===== src/hw/rtl/i2c_master_bit_sequencer_defines.svh =====
// ----------------------------------------------------------------------------
// I2C master bit sequencer assertion macros
// Concurrent assertion helpers clocked on clk and disabled during reset.
// ----------------------------------------------------------------------------
`ifndef I2C_MASTER_BIT_SEQUENCER_DEFINES_SVH
`define I2C_MASTER_BIT_SEQUENCER_DEFINES_SVH

`ifndef SYNTH
// Property holds on every clock edge outside reset.
`define I2CMS_ASSERT(label, prop, msg) \
    label: assert property (@(posedge clk) disable iff (!rst_n) (prop)) else $error(msg);
// Consequent holds on the clock after the antecedent.
`define I2CMS_ASSERT_NEXT(label, ante, cons, msg) \
    label: assert property (@(posedge clk) disable iff (!rst_n) (ante) |=> (cons)) \
        else $error(msg);
`else
`define I2CMS_ASSERT(label, prop, msg)
`define I2CMS_ASSERT_NEXT(label, ante, cons, msg)
`endif

`endif


===== src/hw/rtl/i2cms_pkg.sv =====
// ----------------------------------------------------------------------------
// I2C master bit sequencer package
// Shared types, command codes and constants of the sequencer.
// ----------------------------------------------------------------------------
`default_nettype none

package i2cms_pkg;

    localparam int BITS_PER_BYTE = 8;
    // Half-bit ticks of one byte.
    localparam logic [4:0] LAST_PHASE = 5'(2 * BITS_PER_BYTE);
    localparam logic [7:0] POLL_MAX   = 8'hff;
    localparam logic [7:0] ACK_TIMEOUT_RESET = 8'hff;

    // Command codes; code 7 is unused and behaves as a tick.
    typedef enum logic [2:0] {
        CMD_TICK     = 3'd0,
        CMD_START    = 3'd1,
        CMD_STOP     = 3'd2,
        CMD_WRITE    = 3'd3,
        CMD_READ     = 3'd4,
        CMD_SEND_ACK = 3'd5,
        CMD_WAIT_ACK = 3'd6
    } cmd_t;

    typedef struct packed {
        logic [2:0] cmd;
        logic [7:0] tx_byte;
        logic       ack_level;
        logic       sda_in;
    } in_item_t;

    typedef struct packed {
        logic       scl_level;
        logic       sda_level;
        logic       sda_drive;
        logic       busy_res;
        logic       done_res;
        logic [7:0] rx_byte;
        logic       ack_ok;
    } out_item_t;

    typedef struct packed {
        logic [2:0] active_cmd;
        logic [4:0] phase_count;
        logic [7:0] shift_reg;
        logic [7:0] poll_count;
        logic       scl;
        logic       sda;
        logic       sda_drive;
        logic       ack_flag;
    } seq_state_t;

    localparam seq_state_t STATE_RESET = '{
        active_cmd:  CMD_TICK,
        phase_count: 5'd0,
        shift_reg:   8'h00,
        poll_count:  8'h00,
        scl:         1'b1,
        sda:         1'b1,
        sda_drive:   1'b1,
        ack_flag:    1'b0
    };

endpackage

`default_nettype wire


===== src/hw/rtl/i2cms_step.sv =====
// ----------------------------------------------------------------------------
// I2C master bit sequencer step logic
// Computes the next sequencer state and the result beat for one tick.
// ----------------------------------------------------------------------------
`default_nettype none

module i2cms_step (
    input  wire i2cms_pkg::seq_state_t cur_state,
    input  wire i2cms_pkg::in_item_t   item,
    input  wire logic [7:0]            ack_timeout,
    output i2cms_pkg::seq_state_t      next_state,
    output i2cms_pkg::out_item_t       result
);

    logic done;

    // Next state: command launch, then one phase of the active command.
    always_comb
    begin
        i2cms_pkg::seq_state_t s;
        logic                  advance;
        s       = cur_state;
        done    = 1'b0;
        advance = 1'b1;

        if (s.active_cmd == i2cms_pkg::CMD_TICK &&
            item.cmd >= i2cms_pkg::CMD_START && item.cmd <= i2cms_pkg::CMD_WAIT_ACK)
        begin
            s.active_cmd  = item.cmd;
            s.phase_count = 5'd0;
            if (item.cmd == i2cms_pkg::CMD_WRITE)
            begin
                s.shift_reg = item.tx_byte;
            end
            if (item.cmd == i2cms_pkg::CMD_READ)
            begin
                s.shift_reg = 8'h00;
            end
            if (item.cmd == i2cms_pkg::CMD_WAIT_ACK)
            begin
                s.ack_flag   = 1'b0;
                s.poll_count = 8'h00;
            end
        end

        case (s.active_cmd)
            i2cms_pkg::CMD_START:
            begin
                if (s.phase_count == 5'd0)
                begin
                    s.sda_drive = 1'b1;
                    s.sda       = 1'b1;
                    s.scl       = 1'b1;
                end
                else if (s.phase_count == 5'd1)
                begin
                    s.sda = 1'b0;
                end
                else
                begin
                    s.scl   = 1'b0;
                    done    = 1'b1;
                    advance = 1'b0;
                end
            end
            i2cms_pkg::CMD_STOP:
            begin
                if (s.phase_count == 5'd0)
                begin
                    s.sda_drive = 1'b1;
                    s.sda       = 1'b0;
                    s.scl       = 1'b1;
                end
                else
                begin
                    s.sda   = 1'b1;
                    done    = 1'b1;
                    advance = 1'b0;
                end
            end
            i2cms_pkg::CMD_WRITE:
            begin
                if (s.phase_count < i2cms_pkg::LAST_PHASE)
                begin
                    if (!s.phase_count[0])
                    begin
                        s.scl       = 1'b0;
                        s.sda_drive = 1'b1;
                        s.sda       = s.shift_reg[7];
                        s.shift_reg = {s.shift_reg[6:0], 1'b0};
                    end
                    else
                    begin
                        s.scl = 1'b1;
                    end
                end
                else
                begin
                    s.scl   = 1'b0;
                    done    = 1'b1;
                    advance = 1'b0;
                end
            end
            i2cms_pkg::CMD_READ:
            begin
                if (s.phase_count == 5'd0)
                begin
                    s.sda       = 1'b1;
                    s.sda_drive = 1'b0;
                end
                if (!s.phase_count[0])
                begin
                    // Sample SDA as SCL rises.
                    s.scl       = 1'b1;
                    s.shift_reg = {s.shift_reg[6:0], item.sda_in};
                end
                else
                begin
                    s.scl = 1'b0;
                    if (s.phase_count >= i2cms_pkg::LAST_PHASE - 5'd1)
                    begin
                        s.sda_drive = 1'b1;
                        done        = 1'b1;
                        advance     = 1'b0;
                    end
                end
            end
            i2cms_pkg::CMD_SEND_ACK:
            begin
                if (s.phase_count == 5'd0)
                begin
                    s.sda_drive = 1'b1;
                    s.sda       = item.ack_level;
                    s.scl       = 1'b1;
                end
                else
                begin
                    s.scl   = 1'b0;
                    done    = 1'b1;
                    advance = 1'b0;
                end
            end
            i2cms_pkg::CMD_WAIT_ACK:
            begin
                if (s.phase_count == 5'd0)
                begin
                    s.sda_drive = 1'b0;
                end
                else if (s.phase_count == 5'd1)
                begin
                    s.scl = 1'b1;
                end
                else if (s.phase_count == 5'd2)
                begin
                    advance = 1'b0;
                    if (!item.sda_in)
                    begin
                        s.scl       = 1'b0;
                        s.sda_drive = 1'b1;
                        s.ack_flag  = 1'b1;
                        done        = 1'b1;
                    end
                    else
                    begin
                        // Saturating poll count; on timeout begin a stop.
                        if (s.poll_count < i2cms_pkg::POLL_MAX)
                        begin
                            s.poll_count = s.poll_count + 8'd1;
                        end
                        if (s.poll_count >= ack_timeout)
                        begin
                            s.sda_drive   = 1'b1;
                            s.sda         = 1'b0;
                            s.scl         = 1'b1;
                            s.phase_count = 5'd3;
                        end
                    end
                end
                else
                begin
                    s.sda      = 1'b1;
                    s.ack_flag = 1'b0;
                    done       = 1'b1;
                    advance    = 1'b0;
                end
            end
            default:
            begin
                advance = 1'b0;
            end
        endcase

        if (done)
        begin
            s.active_cmd  = i2cms_pkg::CMD_TICK;
            s.phase_count = 5'd0;
        end
        if (advance)
        begin
            s.phase_count = s.phase_count + 5'd1;
        end
        next_state = s;
    end

    // Result beat taken from the updated state.
    always_comb
    begin
        result.scl_level = next_state.scl;
        result.sda_level = next_state.sda;
        result.sda_drive = next_state.sda_drive;
        result.busy_res  = (next_state.active_cmd != i2cms_pkg::CMD_TICK);
        result.done_res  = done;
        result.rx_byte   = next_state.shift_reg;
        result.ack_ok    = next_state.ack_flag;
    end

endmodule

`default_nettype wire


===== src/hw/rtl/i2c_master_bit_sequencer.sv =====
// ----------------------------------------------------------------------------
// I2C master bit sequencer
// Half-bit tick sequencer for START, STOP, byte write/read and ack handling.
// ----------------------------------------------------------------------------
// Usage: every input beat (in_valid/in_stall, payload in_item) is one half-bit
// tick of the bus, carrying a command, the byte to write, the ack bit to send
// and the sampled SDA level. Each input beat yields exactly one result beat
// (out_valid/out_stall, payload out_item) with the SCL/SDA line state, busy,
// done, the shift register contents and the ack result.
// An accepted tick is first held in the input register, and the step logic
// feeds the result register; out_valid rises as the tick moves into it.
// Throughput is one beat per cycle while out_stall is low; the sequencer state
// updates as a tick moves into the result register.
// The ack_timeout register is written through cfg_valid/cfg_ready/cfg_data;
// cfg_ready is always high. Write it only while no command is in progress.
// Reset clears both registers' valid flags, returns the sequencer to idle
// with SCL and SDA released high and SDA driven, and sets ack_timeout to 255.
// When the receiver stalls, the result beat holds; the input register keeps
// one tick and in_stall is high while both stages are full and out_stall is high.
// ----------------------------------------------------------------------------
`default_nettype none

`include "i2c_master_bit_sequencer_defines.svh"

module i2c_master_bit_sequencer (
    input  wire                       clk,
    input  wire                       rst_n,
    input  wire                       in_valid,
    output logic                      in_stall,
    input  wire i2cms_pkg::in_item_t  in_item,
    output logic                      out_valid,
    input  wire                       out_stall,
    output i2cms_pkg::out_item_t      out_item,
    input  wire                       cfg_valid,
    output logic                      cfg_ready,
    input  wire logic [7:0]           cfg_data
);

    logic                  in_valid_reg;
    i2cms_pkg::in_item_t   in_item_reg;
    logic                  out_valid_reg;
    i2cms_pkg::out_item_t  out_item_reg;
    i2cms_pkg::seq_state_t state_reg;
    i2cms_pkg::seq_state_t state_next;
    i2cms_pkg::out_item_t  step_out;
    logic [7:0]            ack_timeout_reg;
    logic                  advance;
    logic                  in_accept;

    // Handshake control between the two stages.
    assign advance   = in_valid_reg && (!out_valid_reg || !out_stall);
    assign in_stall  = in_valid_reg && out_valid_reg && out_stall;
    assign in_accept = in_valid && !in_stall;
    assign cfg_ready = 1'b1;
    assign out_valid = out_valid_reg;
    assign out_item  = out_item_reg;

    i2cms_step u_step (
        .cur_state   (state_reg),
        .item        (in_item_reg),
        .ack_timeout (ack_timeout_reg),
        .next_state  (state_next),
        .result      (step_out)
    );

    // Input register.
    always_ff @(posedge clk or negedge rst_n)
    begin
        if (!rst_n)
        begin
            in_valid_reg <= 1'b0;
        end
        else if (in_accept)
        begin
            in_valid_reg <= 1'b1;
        end
        else if (advance)
        begin
            in_valid_reg <= 1'b0;
        end
    end

    always_ff @(posedge clk)
    begin
        if (in_accept)
        begin
            in_item_reg <= in_item;
        end
    end

    // Sequencer state and result register.
    always_ff @(posedge clk or negedge rst_n)
    begin
        if (!rst_n)
        begin
            state_reg     <= i2cms_pkg::STATE_RESET;
            out_valid_reg <= 1'b0;
        end
        else if (advance)
        begin
            state_reg     <= state_next;
            out_valid_reg <= 1'b1;
        end
        else if (!out_stall)
        begin
            out_valid_reg <= 1'b0;
        end
    end

    always_ff @(posedge clk)
    begin
        if (advance)
        begin
            out_item_reg <= step_out;
        end
    end

    // Ack timeout configuration register.
    always_ff @(posedge clk or negedge rst_n)
    begin
        if (!rst_n)
        begin
            ack_timeout_reg <= i2cms_pkg::ACK_TIMEOUT_RESET;
        end
        else if (cfg_valid && cfg_ready)
        begin
            ack_timeout_reg <= cfg_data;
        end
    end

    // Checks on the stage control and the sequencer state.
    `I2CMS_ASSERT_NEXT(a_done_goes_idle, advance && step_out.done_res, state_reg.active_cmd == i2cms_pkg::CMD_TICK, "sequencer not idle after done")
    `I2CMS_ASSERT_NEXT(a_state_holds, !advance, $stable(state_reg), "state changed without a tick")
    `I2CMS_ASSERT(a_stall_needs_item, !in_stall || (in_valid_reg && out_valid_reg), "input stalled with a free stage")
    `I2CMS_ASSERT(a_phase_bound, state_reg.phase_count <= i2cms_pkg::LAST_PHASE, "phase count beyond one byte")

endmodule

`default_nettype wire

===== config.mk =====
export PLATFORM = sky130hd
export DESIGN_NAME = i2c_master_bit_sequencer
export DESIGN_NICKNAME = d
export VERILOG_FILES = /design/src/hw/rtl/i2cms_pkg.sv /design/src/hw/rtl/i2cms_step.sv /design/src/hw/rtl/i2c_master_bit_sequencer.sv
export VERILOG_INCLUDE_DIRS = /design/src /design/src/hw/rtl
export SDC_FILE = /design/constraint.sdc
export NUM_CORES = 1
export LEC_CHECK = 0
export ABC_AREA = 1
export BUFFER_PORTS_ARGS = -buffer_cell sky130_fd_sc_hd__clkbuf_2
export CORE_UTILIZATION = 26
export CTS_BUF_LIST = sky130_fd_sc_hd__clkbuf_8
export DETAILED_ROUTE_END_ITERATION = 8
export HOLD_SLACK_MARGIN = 0.05
export PLACE_DENSITY = 0.49
export SLEW_MARGIN = 10
export SYNTH_ARGS = -nofsm -noshare
export SYNTH_HDL_FRONTEND = slang
export SYNTH_HIERARCHICAL = 1
export SYNTH_SLANG_ARGS = --single-unit
export TNS_END_PERCENT = 30

===== constraint.sdc =====
create_clock -name clk -period 3.8 [get_ports clk]
set_clock_uncertainty 0.05 [all_clocks]
set_input_delay 0.76 -clock clk [delete_from_list [all_inputs] [get_ports clk]]
set_output_delay 0.76 -clock clk [all_outputs]
set_load 0.02 [all_outputs]

# Word-level counts from Yosys, hierarchy flattened
# Index checks and enable logic that the tools add are counted.
dict set report totals {
  reg_bits 65
  inputBits 26
  elab_cells 137
  out_inout_bits 17
}
dict set report classes {
  reduce_logical 16
  muxes 79
  add_sub_neg 2
  n_eq_ne 12
  magnitude_cmp 6
}
# cell count
set op_table {}
lappend op_table {{8-bit 2-to-1 mux} 16}
lappend op_table {{1-bit 2-to-1 mux} 42}
lappend op_table {{5-bit 2-to-1 mux} 7}
lappend op_table {{24-bit 2-to-1 mux} 1}
lappend op_table {{3-bit one-hot mux with 6 select lines} 1}
lappend op_table {{8-bit one-hot mux with 2 select lines} 1}
lappend op_table {{3-bit == test (second input constant)} 5}
lappend op_table {{10-bit 2-to-1 mux} 1}
lappend op_table {{2-bit 2-to-1 mux} 5}
lappend op_table {{3-bit by 2-bit == test with 1-bit output (second input constant)} 3}
lappend op_table {{9-bit 2-to-1 mux} 1}
lappend op_table {{8-bit by 1-bit adder with 8-bit output (second input constant)} 1}
lappend op_table {{8-bit greater-or-equal comparator} 1}
lappend op_table {{8-bit < comparator (second input constant)} 1}
lappend op_table {{1-bit logical AND} 6}
lappend op_table {{3-bit 2-to-1 mux} 2}
lappend op_table {{5-bit by 1-bit adder with 5-bit output (second input constant)} 1}
lappend op_table {{5-bit by 1-bit == test with 1-bit output (second input constant)} 1}
lappend op_table {{5-bit by 2-bit == test with 1-bit output (second input constant)} 1}
lappend op_table {{5-bit by 4-bit greater-or-equal comparator with 1-bit output (second input constant)} 1}
lappend op_table {{5-bit logical NOT} 1}
lappend op_table {{5-bit < comparator (second input constant)} 1}
lappend op_table {{1-bit one-hot mux with 5 select lines} 1}
lappend op_table {{1-bit one-hot mux with 4 select lines} 1}
lappend op_table {{10 further kinds} 13}

# Depth between registers and ports, before layout
dict set report depth {
  depth_word 21
  depth_mapped 35
  mapped_depth_nobuf 35
}

# Modules after synthesis
# The synthesis kept the hierarchy.
# module instances seq_area_each_um2 cells_each area_per_inst_um2
set modules_own_cells {}
lappend modules_own_cells {i2c_master_bit_sequencer 1 1775.5 195 2346.0}
lappend modules_own_cells {i2cms_step 1 0.0 329 1853.0}

# Least setup slack after synthesis
# No wires, ideal clock.
dict set report synth_path {
  kind {register to register}
  from {reg in_item_reg[11] (netlist bit)}
  to {reg state_reg[24] (netlist bit)}
  arrival_ns 3.516
  stages_incl_launch_ff 35
  path_buffers 1
  setup_slack_ns 0.118
  setup_time_ns 0.116
  synth_period_minus_slack_ns 3.682
  t_required_ns 3.634
  path_cell_list {edfxtp_1 > nand2_1 > nor2_1 > nand2_2 > inv_1 > nor2_1 > ha_1 > nand2_1 > nor2_1 > nand3_1 > nand3b_1 > buf_4 > nand2_1 > o21ai_2 > ha_1 > inv_1 > nor2_1 > o21ai_0 > nand2_1 > nand2_1 > nand3_1 > inv_1 > nor2_4 > nand2_1 > nand2_1 > nand3_2 > inv_1 > ha_1 > inv_1 > nor2_2 > nand3_1 > nand2_1 > nand2_1 > nand3_1 > nand2_1}
}
# element line
set synth_lines {}
lappend synth_lines {{start, declared} i2c_master_bit_sequencer.sv:40} ;# i2cms_pkg::in_item_t in_item_reg;
lappend synth_lines {{start signal, assigned} i2c_master_bit_sequencer.sv:87} ;# in_item_reg <= in_item;
lappend synth_lines {{end signal, assigned} i2c_master_bit_sequencer.sv:96} ;# state_reg <= i2cms_pkg::STATE_RESET;
lappend synth_lines {{end signal, assigned} i2c_master_bit_sequencer.sv:101} ;# state_reg <= state_next;
lappend synth_lines {{end, declared} i2c_master_bit_sequencer.sv:43} ;# i2cms_pkg::seq_state_t state_reg;

==> results.yml <==
outcome:
  outcome: "finished, final reports clean"
placed_design:
  dp_slack_ns: -0.125
  io_buffers: 41
  dpl.hpwl_um: 7420
  dp_cells: 767
  place.gp.congestion: 0.880
timing:
  setup_violations: 0
  rsz0062_at_grt: "yes"
  max_freq_mhz: 272
  finalHoldViolCount: 0
  slew_violations: 0
  period_share_pct: 96.6
  relSlewSlack_pct: 30.0
  fin_ws_ns: 0.129
  tightestPinTransition_ns: 1.05
  period_needed_ns: 3.67
critical_path:
  worstSetupPathType: "flip-flop to flip-flop"
  reg2reg_from: "state_reg[27]"
  max_stage_delay_ns: 0.39
  path_buf_inv: 7
  reg2reg_slack_ns: 0.13
  worst-path-stages: 32
  worst_path_max_delay_cell: "dfrtp_1"
  cp-end-kind: "flip-flop"
  cp.arrival_ns: 3.91
  reg2reg_to: "state_reg[22]"
  worst-path-max-fanout: 6
  r2r_cells: 32
  critPathTopFamily: "simple AND/OR/NAND/NOR gates"
  path_common_cell: "nand2_1"
  crit_path_start_kind: "flip-flop"
  crit_start: "state_reg[27]"
  cp.required_ns: 4.04
logic_synthesis:
  avgSynthCellArea_um2: 8.01
  synth-seq-cells: 65
  seq_area_frac_synth_pct: 42.3
  syn-cell-area_um2: 4200
  syn_nets: 560
  synthCells: 524
  ys_types: 41
  yosys_warnings: 6
power_and_ir_drop:
  irDropWorstVdd_v: 0.000214
  power.density_nw_per_um2: 707
  power_mw: 3.48
  p_sw_share_pct: 46.2
  pwr-share-seq_pct: 31.4
  comb_power_share_pct: 52.7
  p_int_mw: 1.87
  p_leak_nw: 2.36
  power_frac_clock_pct: 15.9
  switchingPower_mw: 1.61
global_route:
  grt_max_degree: 39
  grt_overflow: 0
  grtUsageTotal_pct: 13.3
  grt_pass1_wl_um: 17200
  grt_pass1_vias: 3567
  antenna_found_initial: 0
cells_and_area:
  antenna_cells: 0
  fin_nets: 606
  fin_util_pct: 31.1
  drive_gt1_share_pct: 28.0
  synthToLayoutAreaGrowth_pct: 17.2
  multiInputGateArea_um2: 2080
  fill_cells: 1677
  stdcell_count: 790
  largest_register_ffs: 28
  regArea_um2: 1780
flow_run:
  cap_violations: 0
floorplanning:
  die_area_um2: 16700
  core.rowCount: 46
  die_x_um: 129
  die_h_um: 129
  io_pins: 43
  coreArea_um2: 15800
  start_util_pct: 26.5
detailed_routing:
  drt-initial-drc-count: 146
  first_pass_iters: 5
  remaining_drc_errors: 0
  wl_per_cell_um: 12.9
  routed_wl_um: 10200
  via_per_inst: 4.50
  ant_nets: 0
  vias: 3558
clocking:
  clock_path_buffers: 2
  insertion_delay_ns: 0.35
  ctsHtreeMaxLevel: 3
  cts.clk_slew.worst_paths_ns: 0.07
  cts_tree: "built"
  clkSinkCount: 65
  numCtsBuffers: 9
  cts_hold_buffers: 0
  clockRootBuffer: "clkbuf_8"
worst_hold_path:
  hold_depth: 2
  whs_endpoint: "state_reg[14]"
  worstHoldStart: "state_reg[14]"
  worst_hold_path_type: "flip-flop to flip-flop"
## cells in the mapped netlist (all sizes together)
| library cell | n | share of area (%) |
|---|---|---|
| nor3 | 6 | 0.72 |
| nand3 | 54 | 8.2 |
| o32ai | 1 | 0.21 |
| ha | 10 | 3.0 |
| dfstp | 11 | 6.9 |
| mux2i | 2 | 0.48 |
| nand4 | 8 | 1.2 |
| nand3b | 2 | 0.36 |
| o31ai | 1 | 0.30 |
| o2111ai | 1 | 0.21 |
| dfrtp | 27 | 16 |
| edfxtp | 27 | 19 |
| o22ai | 1 | 0.15 |
| o211ai | 2 | 0.36 |
| nor2 | 48 | 6.4 |
| xor2 | 5 | 1.0 |
| buf | 27 | 4.8 |
| clkinv | 1 | 0.12 |
| o21a | 2 | 0.36 |
| xnor2 | 3 | 0.63 |
| conb | 1 | 0.089 |
| o21bai | 2 | 0.36 |
| inv | 66 | 5.9 |
| a31oi | 6 | 0.89 |
| a21oi | 18 | 2.4 |
| o21ai | 37 | 4.6 |
| nand2 | 155 | 15 |
## routing by layer
layer  up-vias  global-route usage, %  part of all wire (%)
li1       1792                      -                     -
met1      1652                   16.5                    46
met2        92                   22.2                    48
met5         -                      0                     0
met3        22                   2.85                   3.9
met4         0                   5.88                   2.3
## power groups by stage
stage	Sequential [mW]	Combinational [mW]	Clock, mW
after floorplan	1.16	1.40	0
after global placement	1.11	1.69	0
after detailed placement	1.11	1.70	0
after CTS	1.09	1.73	0.575
after global routing	1.11	2.04	0.608
final	1.09	1.83	0.554
## kinds of logic (layout without fill, tap and decap cells)
group                      after synthesis  count (layout)  synth area share [%]
AOI/OAI and AO/OA                       71              71                  9.83
xor gates and xnor gates                 8               8                  1.67
adders and majority gates               10              10                  2.98
buffers and inverters                   94             144                  10.8
DFF                                     65              65                  42.3
muxes                                    2               2                 0.477
other                                    1               1                0.0893
and+or+nand+nor                        273             273                  31.9
## worst reg2reg max path: cells and delay by family, from the launching register on
kind,cells,cell delay (ns)
compound gates,2,0.26
buf+inv,7,0.59
xor+xnor,1,0.16
flops,1,0.39
fa+ha+maj,3,0.58
simple gates,19,1.62
## repair_timing
action / CTS / global route
setup endpoints to repair: 3 / 7
cloned: 0 / 0
pin swaps: 0 / 23
gates resized for setup: 6 / 27
setup buffers: 3 / 5
## placed cells by master (no fill, tap or decap), drive strengths merged, types with 8 or more instances in the layout
cell type,count
inv,67
o21ai,37
dfstp,11
nand4,8
a21oi,18
nor2,48
buf,21
nand3,54
ha,10
clkbuf,50
edfxtp,27
dfrtp,27
nand2,155
## metrics by stage
step	TNS, ns	hold slack (ns)	cell area (um2)
6_report	0	0.423	4920
5_1_grt	-0.561	0.439	4920
4_1_cts	0	0.428	4790
3_5_place_dp	-0.282	0.412	4570
3_3_place_gp	0	0.407	4570
2_1_floorplan	0	0.391	4200
## worst max path at each step
stage | endpoint | slack, ns
after CTS | state_reg[21] | 0.003
after global routing | state_reg[24] | -0.16
after detailed placement | state_reg[24] | -0.12
final | state_reg[22] | 0.13
after global placement | state_reg[24] | 0.06
after floorplan | state_reg[24] | 0.12
## final cells by class
class	count	area share, %
flip-flops and latches	65	36.1
clock buffers	9	2.52
repair buffers	62	7.45
multi-input cells	365	42.2
inverters	67	5.19
clock inverters	6	1.04
well taps	216	5.49
No activity file was read; power rests on OpenSTA's default activity.
